## config.mk

```make
export PLATFORM = sky130hd
export DESIGN_NAME = uint_to_decimal_ascii_core
export DESIGN_NICKNAME = d
export VERILOG_FILES = /design/src/rtl/uda_pkg.sv /design/src/rtl/uda_datapath.sv /design/src/rtl/uda_ctrl.sv /design/src/rtl/uint_to_decimal_ascii_core.sv
export VERILOG_INCLUDE_DIRS = /design/src /design/src/rtl
export SDC_FILE = /design/constraint.sdc
export NUM_CORES = 1
export LEC_CHECK = 0
export ABC_CLOCK_PERIOD_IN_PS = 8100
export BUFFER_PORTS_ARGS = -buffer_cell sky130_fd_sc_hd__buf_2
export CORE_MARGIN = 10
export CORE_UTILIZATION = 55
export CTS_CLUSTER_SIZE = 24
export DETAILED_ROUTE_END_ITERATION = 10
export GPL_TIMING_DRIVEN = 0
export PLACE_DENSITY = 0.75
export SYNTH_ARGS = -nofsm -noshare
export SYNTH_HDL_FRONTEND = slang
export SYNTH_HIERARCHICAL = 1
export SYNTH_SLANG_ARGS = --single-unit
```

## constraint.sdc

```tcl
create_clock -name clk_i -period 8.1 [get_ports clk_i]
set_input_delay 0.81 -clock clk_i [delete_from_list [all_inputs] [get_ports clk_i]]
set_output_delay 0.81 -clock clk_i [all_outputs]
set_load 0.02 [all_outputs]
```

## src/rtl/uint_to_decimal_ascii_core_macros.svh

```systemverilog
// assertion macros used by the converter rtl
`ifndef UINT_TO_DECIMAL_ASCII_CORE_MACROS_SVH
`define UINT_TO_DECIMAL_ASCII_CORE_MACROS_SVH

`ifndef SYNTHESIS

// checked only while reset is released
`define UDA_ASSERT(lbl, clk, rst_n, prop, msg) \
  lbl: assert property (@(posedge clk) disable iff (!rst_n) prop) else $error(msg);

// checked at every edge, reset included
`define UDA_ASSERT_ALWAYS(lbl, clk, prop, msg) \
  lbl: assert property (@(posedge clk) prop) else $error(msg);

`else

`define UDA_ASSERT(lbl, clk, rst_n, prop, msg)

`define UDA_ASSERT_ALWAYS(lbl, clk, prop, msg)

`endif

`endif

```

## src/rtl/uda_pkg.sv

```systemverilog
// types and constants of the binary to ascii decimal converter
package uda_pkg;

  localparam int unsigned VALUE_BITS = 32;
  // digits needed for the largest value: floor(bits * log10(2)) + 1
  localparam int unsigned NUM_DIGITS = (VALUE_BITS * 30103) / 100000 + 1;
  localparam int unsigned BCD_W      = NUM_DIGITS * 4;
  localparam int unsigned BIT_W      = $clog2(VALUE_BITS);
  localparam int unsigned DIG_W      = $clog2(NUM_DIGITS);

  localparam logic [7:0] ASCII_ZERO = 8'd48;

  typedef struct packed {
    logic [VALUE_BITS-1:0] value;
    logic [7:0]            delimiter;
  } in_t;

  typedef struct packed {
    logic [7:0] character;
    logic       last;
  } out_t;

  // controller to datapath
  typedef struct packed {
    logic load;
    logic conv_step;
    logic shift_digit;
    logic emit_digit;
    logic emit_delim;
  } cmd_t;

  // datapath to controller
  typedef struct packed {
    logic bit_done;
    logic top_zero;
    logic digit_last;
  } sts_t;

endpackage

```

## src/rtl/uda_datapath.sv

```systemverilog
// shift-add-3 binary to bcd datapath and character register
module uda_datapath import uda_pkg::*; (
  input  logic       clk_i,
  input  in_t        item_i,
  input  cmd_t       cmd_i,
  output sts_t       sts_o,
  output logic [7:0] char_o
);

  logic [VALUE_BITS-1:0] bin_q, bin_d;
  logic [BCD_W-1:0]      bcd_q, bcd_d;
  logic [BCD_W-1:0]      bcd_adj;
  logic [BIT_W-1:0]      bit_cnt_q, bit_cnt_d;
  logic [DIG_W-1:0]      dig_cnt_q, dig_cnt_d;
  logic [7:0]            delim_q, delim_d;
  logic [7:0]            char_q, char_d;
  logic [3:0]            top_digit;

  // add 3 to every digit of 5 or more before the shift
  always_comb begin
    for (int i = 0; i < NUM_DIGITS; i++) begin
      if (bcd_q[i*4 +: 4] >= 4'd5) begin
        bcd_adj[i*4 +: 4] = bcd_q[i*4 +: 4] + 4'd3;
      end else begin
        bcd_adj[i*4 +: 4] = bcd_q[i*4 +: 4];
      end
    end
  end

  assign top_digit = bcd_q[BCD_W-1 -: 4];

  always_comb begin
    bin_d     = bin_q;
    bcd_d     = bcd_q;
    bit_cnt_d = bit_cnt_q;
    dig_cnt_d = dig_cnt_q;
    delim_d   = delim_q;
    char_d    = char_q;
    if (cmd_i.load) begin
      bin_d     = item_i.value;
      bcd_d     = '0;
      bit_cnt_d = '0;
      dig_cnt_d = '0;
      delim_d   = item_i.delimiter;
    end
    if (cmd_i.conv_step) begin
      bcd_d     = {bcd_adj[BCD_W-2:0], bin_q[VALUE_BITS-1]};
      bin_d     = {bin_q[VALUE_BITS-2:0], 1'b0};
      bit_cnt_d = bit_cnt_q + 1'b1;
    end
    if (cmd_i.shift_digit) begin
      bcd_d     = {bcd_q[BCD_W-5:0], 4'd0};
      dig_cnt_d = dig_cnt_q + 1'b1;
    end
    if (cmd_i.emit_digit) begin
      char_d = ASCII_ZERO + {4'd0, top_digit};
    end
    if (cmd_i.emit_delim) begin
      char_d = delim_q;
    end
  end

  always_ff @(posedge clk_i) begin
    bin_q     <= bin_d;
    bcd_q     <= bcd_d;
    bit_cnt_q <= bit_cnt_d;
    dig_cnt_q <= dig_cnt_d;
    delim_q   <= delim_d;
    char_q    <= char_d;
  end

  assign sts_o.bit_done   = (bit_cnt_q == BIT_W'(VALUE_BITS - 1));
  assign sts_o.top_zero   = (top_digit == 4'd0);
  assign sts_o.digit_last = (dig_cnt_q == DIG_W'(NUM_DIGITS - 1));
  assign char_o           = char_q;

endmodule

```

## src/rtl/uda_ctrl.sv

```systemverilog
// sequencer for conversion, leading zero skip and character output
`include "uint_to_decimal_ascii_core_macros.svh"
module uda_ctrl import uda_pkg::*; (
  input  logic clk_i,
  input  logic rst_ni,
  input  logic start,
  input  sts_t sts_i,
  output cmd_t cmd_o,
  output logic busy_o,
  output logic strobe_o,
  output logic last_o
);

  typedef enum logic [2:0] {
    ST_IDLE,
    ST_CONV,
    ST_SKIP,
    ST_EMIT,
    ST_DELIM
  } state_e;

  state_e state_q;
  logic   strobe_q;
  logic   last_q;

  always_comb begin
    cmd_o = '0;
    case (state_q)
      ST_IDLE: begin
        cmd_o.load = start;
      end
      ST_CONV: begin
        cmd_o.conv_step = 1'b1;
      end
      ST_SKIP: begin
        cmd_o.shift_digit = 1'b1;
        // the units digit is always shown, even when zero
        cmd_o.emit_digit  = !sts_i.top_zero || sts_i.digit_last;
      end
      ST_EMIT: begin
        cmd_o.shift_digit = 1'b1;
        cmd_o.emit_digit  = 1'b1;
      end
      ST_DELIM: begin
        cmd_o.emit_delim = 1'b1;
      end
      default: begin
        cmd_o = '0;
      end
    endcase
  end

  always_ff @(posedge clk_i or negedge rst_ni) begin
    if (!rst_ni) begin
      state_q  <= ST_IDLE;
      strobe_q <= 1'b0;
      last_q   <= 1'b0;
    end else begin
      strobe_q <= cmd_o.emit_digit || cmd_o.emit_delim;
      last_q   <= cmd_o.emit_delim;
      case (state_q)
        ST_IDLE: begin
          if (start) state_q <= ST_CONV;
        end
        ST_CONV: begin
          if (sts_i.bit_done) state_q <= ST_SKIP;
        end
        ST_SKIP: begin
          if (cmd_o.emit_digit) begin
            state_q <= sts_i.digit_last ? ST_DELIM : ST_EMIT;
          end
        end
        ST_EMIT: begin
          if (sts_i.digit_last) state_q <= ST_DELIM;
        end
        ST_DELIM: begin
          state_q <= ST_IDLE;
        end
        default: begin
          state_q <= ST_IDLE;
        end
      endcase
    end
  end

  assign busy_o   = (state_q != ST_IDLE);
  assign strobe_o = strobe_q;
  assign last_o   = last_q;

  `UDA_ASSERT(a_start_conv, clk_i, rst_ni, (start && !busy_o) |=> (state_q == ST_CONV), "accepted word did not start conversion")
  `UDA_ASSERT(a_digits_run, clk_i, rst_ni, (strobe_q && !last_q) |=> strobe_q, "gap in character run before delimiter")
  `UDA_ASSERT(a_quiet_conv, clk_i, rst_ni, (state_q == ST_CONV) |-> !strobe_q, "character strobed during conversion")
  `UDA_ASSERT_ALWAYS(a_last_strobe, clk_i, last_q |-> strobe_q, "last flag without strobe")

endmodule

```

## src/rtl/uint_to_decimal_ascii_core.sv

```systemverilog
// top level of the unsigned binary to ascii decimal converter
//
// Takes a 32-bit unsigned value and a delimiter byte when start is high and
// busy is low, then sends the decimal digits as ascii, most significant first
// without leading zeros (zero gives a single '0'), followed by the delimiter
// with last set. Each character is marked by result_strobe_o, high for a
// single cycle; the receiver cannot stall, so it must take every word
// as it comes. Characters of one value arrive on consecutive cycles. The
// conversion is a shift-add-3 loop taking one bit per cycle, then the bcd
// register is scanned one digit per cycle: leading zero digits are shifted
// out without output. The run takes equally long whatever the value; busy is
// low in the cycle in which the delimiter is on result_o, so the next word is
// accepted at the edge that ends that cycle.
module uint_to_decimal_ascii_core import uda_pkg::*; (
  input  logic clk_i,
  input  logic rst_ni,
  input  logic start,
  input  in_t  item_i,
  output logic busy,
  output logic result_strobe_o,
  output out_t result_o
);

  cmd_t       cmd;
  sts_t       sts;
  logic [7:0] char;
  logic       last;

  uda_ctrl u_ctrl (
    .clk_i    (clk_i),
    .rst_ni   (rst_ni),
    .start    (start),
    .sts_i    (sts),
    .cmd_o    (cmd),
    .busy_o   (busy),
    .strobe_o (result_strobe_o),
    .last_o   (last)
  );

  uda_datapath u_datapath (
    .clk_i  (clk_i),
    .item_i (item_i),
    .cmd_i  (cmd),
    .sts_o  (sts),
    .char_o (char)
  );

  assign result_o.character = char;
  assign result_o.last      = last;

endmodule

```

==> out/qor.csv <==
stage,metric,value,unit
place,dpl hpwl,6660,um
cells_and_area,Layout area overhead,12.1,%
floorplanning,Row Count,34,
cells_and_area,share of layout cells above drive strength 1,0.191,
synth,main flop type after synthesis,edfxtp_1,
cells_and_area,Antenna diodes,0,
synth,mux contribution to synthesized area,0.0106,
synth,post-synthesis adder-cell area fraction,0.0593,
floorplanning,Initial Util,0.573,
setup_path,critical setup path kind,reg2reg,
pwr,pwr/cell area,411,mW/mm^2
place,GPL Wtd Cong,0.773,
synth,synth warn,6,
place,DP Worst Slack,4.94,ns
synth,Syn Std Cell Area,0.00507,mm^2
setup_path,CP cell instances,buf_6 -> or3_4 -> nor2_1 -> or2_2 -> nor2_2 -> inv_2,
pwr,static power due to leakage,2.27,nW
global_route,first-pass GRT wire length,16000,um
synth,ranking of synthesized cells by area,"edfxtp_1 (55%), a22o_1 (6.2%), ha_1 (5.9%)",
global_route,grt total ovfl,0,
setup_path,Critical Path Fanout Max,38,
synth,Post-Synth Simple-Gate Area,0.122,
clock_tree,clk_lat worst skew,0.37,ns
clock_tree,clock slew at reported path FFs,0.10,ns
setup_path,Critical Path Slowest Stage Cell,nor2_1,
floorplanning,Die Area,0.0135,mm^2
place,Placed Area,0.00547,mm^2
timing,fin. max-slew vios,0,
cells_and_area,fillers,706,
floorplanning,die width,116,um
synth,post-synth top area share,0.545,
global_route,vias in the first global route,3331,
clock_tree,clock root buffer,clkbuf_8,
synth,Unique masters post-synth,37,
place,placed cell count,578,
timing,minimum clock period after layout,2.98,ns
synth,xor/xnor cell area share of the yosys netlist,0.0398,
clock_tree,# hold bufs at CTS,0,
cells_and_area,"most common cell after layout, fill and taps aside",edfxtp_1,
place,Port Buffers,53,
timing,achievable clock frequency,335,MHz
job,max-cap violations,0,
cells_and_area,"commonest cells after routing, fill and taps aside","edfxtp_1 (92), buf_2 (59), nand2_1 (39)",
synth,post-synth top area cell,edfxtp_1,
cells_and_area,non-filler cells in the finished layout,594,
setup_path,crit path launch type,flop,
clock_tree,clk buf depth,2,
timing,RSZ-0062 raised after global routing,no,
synth,largest family of logic cells by synthesized area,compound AO/OA/AOI/OAI gates,
timing,Clock Skews,0.0144,ns
setup_path,CP required,8.09,ns
pwr,total power,2.33,mW
timing,relative slew slack,0.352,
clock_tree,post_cts resized,0,
cells_and_area,final net count,548,
cells_and_area,post-route cell area,0.00568,mm^2
drt,drc violations,0,
setup_path,"slowest stage delay, CP",0.74,ns
drt,1st-pass router iterations,4,
synth,sequential cell area fraction in the yosys report,0.590,
synth,number of synthesized flops with an enable pin,92,
floorplanning,Core ar.,0.00885,mm^2
setup_path,Worst EP arrival,2.98,ns
setup_path,Worst Setup End Kind,flop,
drt,Vias,3293,
setup_path,"delay-heaviest family, CP",simple AND/OR/NAND/NOR gates,
min_path,Hold Path Class,in2async,
clock_tree,TritonCTS Buffers,9,
drt,Avg WL per Cell,16.0,um
global_route,pin count of the biggest net entering global routing,39,
global_route,initial antenna violation count,0,
synth,syn_area_per_cell,12.2,um^2
timing,Final Hold Fails,0,
clock_tree,CTS Sinks,102,
floorplanning,height of the die,116,um
synth,Seq cells post-synth,102,
timing,Hold Slack,0.250,ns
clock_tree,CTS tree,yes,
synth,"Async S/R FF share, synth",0.0490,
drt,post-route ant nets,0,
timing,Worst-Margin Slew,0.969,ns
timing,final period utilization,0.368,
synth,Mapped Cells,417,
drt,Detailed Route Iter0 Violations,234,
timing,Final setup viols,0,
drt,final WL,9520,um
timing,setup tns final,0,ns
synth,compound-cell area share of the yosys netlist,0.138,
pwr,maximum vdd drop,0.171,mV
synth,Mapped Nets,484,
drt,vias per cell,5.54,
timing,final setup margin,5.12,ns
clock_tree,Post-CTS Setup Inserts,0,
floorplanning,I/O pin total,54,
cells_and_area,fin util,0.642,
global_route,Total GRT Usage,0.148,
setup_path,worst path bufs/invs,2,
clock_tree,H-Tree Depth,3,
outcome,status,completed,
[worst register-to-register path, stage by stage, from the launching register on]
cell and delay [ns]:
dfrtp_1 0.38, buf_6 0.13, or3_4 0.36, nor2_1 0.74
or2_2 0.33, nor2_2 0.07, inv_2 0.59
[per-layer routing]
metal / wire length [um] / part of all wire / up-vias / GRT usage
met1: 4430 / 0.46 / 1553 / 0.190
met2: 4390 / 0.46 / 90 / 0.236
met4: 69 / 0.0072 / 0 / 0.0517
li1: - / - / 1644 / -
met3: 638 / 0.067 / 6 / 0.0419
met5: 0 / 0 / - / 0
[layout make-up]
type,count,area (um^2),area share
inverters,24,90.1,0.0159
clock inverters,7,87.6,0.0154
clock buffers,9,124,0.0218
plain buffers,20,116,0.0205
repair buffers,53,265,0.0467
well taps,108,135,0.0238
multi-input cells,271,1870,0.330
flip-flops and latches,102,2990,0.526
[Yosys cell counts (2+ instances only)]
master,number
clkbuf_1,9
mux2_2,3
o21ai_0,32
xor2_1,11
a22o_1,36
nor2_1,5
nand2_1,39
dfrtp_1,5
xnor2_1,12
buf_2,6
nor3b_1,11
dfxtp_1,5
ha_1,24
inv_1,24
edfxtp_1,92
or2_2,3
a21oi_1,25
nand3_1,13
nand2b_1,16
nor3_1,2
and2_1,8
mux2i_1,2
o31ai_1,9
nor2b_1,5
or3_1,5
buf_6,4
[where the power goes]
group	internal, mW	switching (mW)	total (mW)
clock	0.151	0.187	0.338
combinational	0.399	0.535	0.935
sequential	0.924	0.139	1.06
[sequential cells by signal (all words and copies together) (netlist names)]
name                  count
u_ctrl/last_o             1
u_ctrl/state_q            3
u_ctrl/strobe_o           1
u_datapath/bcd_q         40
u_datapath/bin_q         32
u_datapath/bit_cnt_q      5
u_datapath/char_o         8
u_datapath/delim_q        8
u_datapath/dig_cnt_q      4
[path summary, 6_finish.rpt]
path	depth (start not counted)	from	slack (ns)	end
setup reg to reg	6	u_ctrl/state_q[1]$_DFFE_PN0P_	5.12	u_datapath/bcd_q[30]$_DFFE_PP_
setup / recovery	6	u_ctrl/state_q[1]$_DFFE_PN0P_	5.12	u_datapath/bcd_q[30]$_DFFE_PP_
hold / removal	1	rst_ni	0.25	u_ctrl/state_q[1]$_DFFE_PN0P_
hold reg to reg	2	u_datapath/bin_q[31]$_DFFE_PP_	0.50	u_datapath/bcd_q[0]$_SDFFE_PP0P_
min in group clk_i	2	u_datapath/bin_q[31]$_DFFE_PP_	0.50	u_datapath/bcd_q[0]$_SDFFE_PP0P_
max in group asynchronous	1	rst_ni	7.71	u_ctrl/strobe_o$_DFF_PN0_
[cell families after synthesis]
kind of cell	count (synthesis)
multiplexers	5
adder cells (fa/ha/maj)	24
AO/OA/AOI/OAI	105
XOR/XNOR	23
flip-flops	102
AND/OR/NAND/NOR	114
buffers and inverters	44
(Power assumes the default switching activity.)
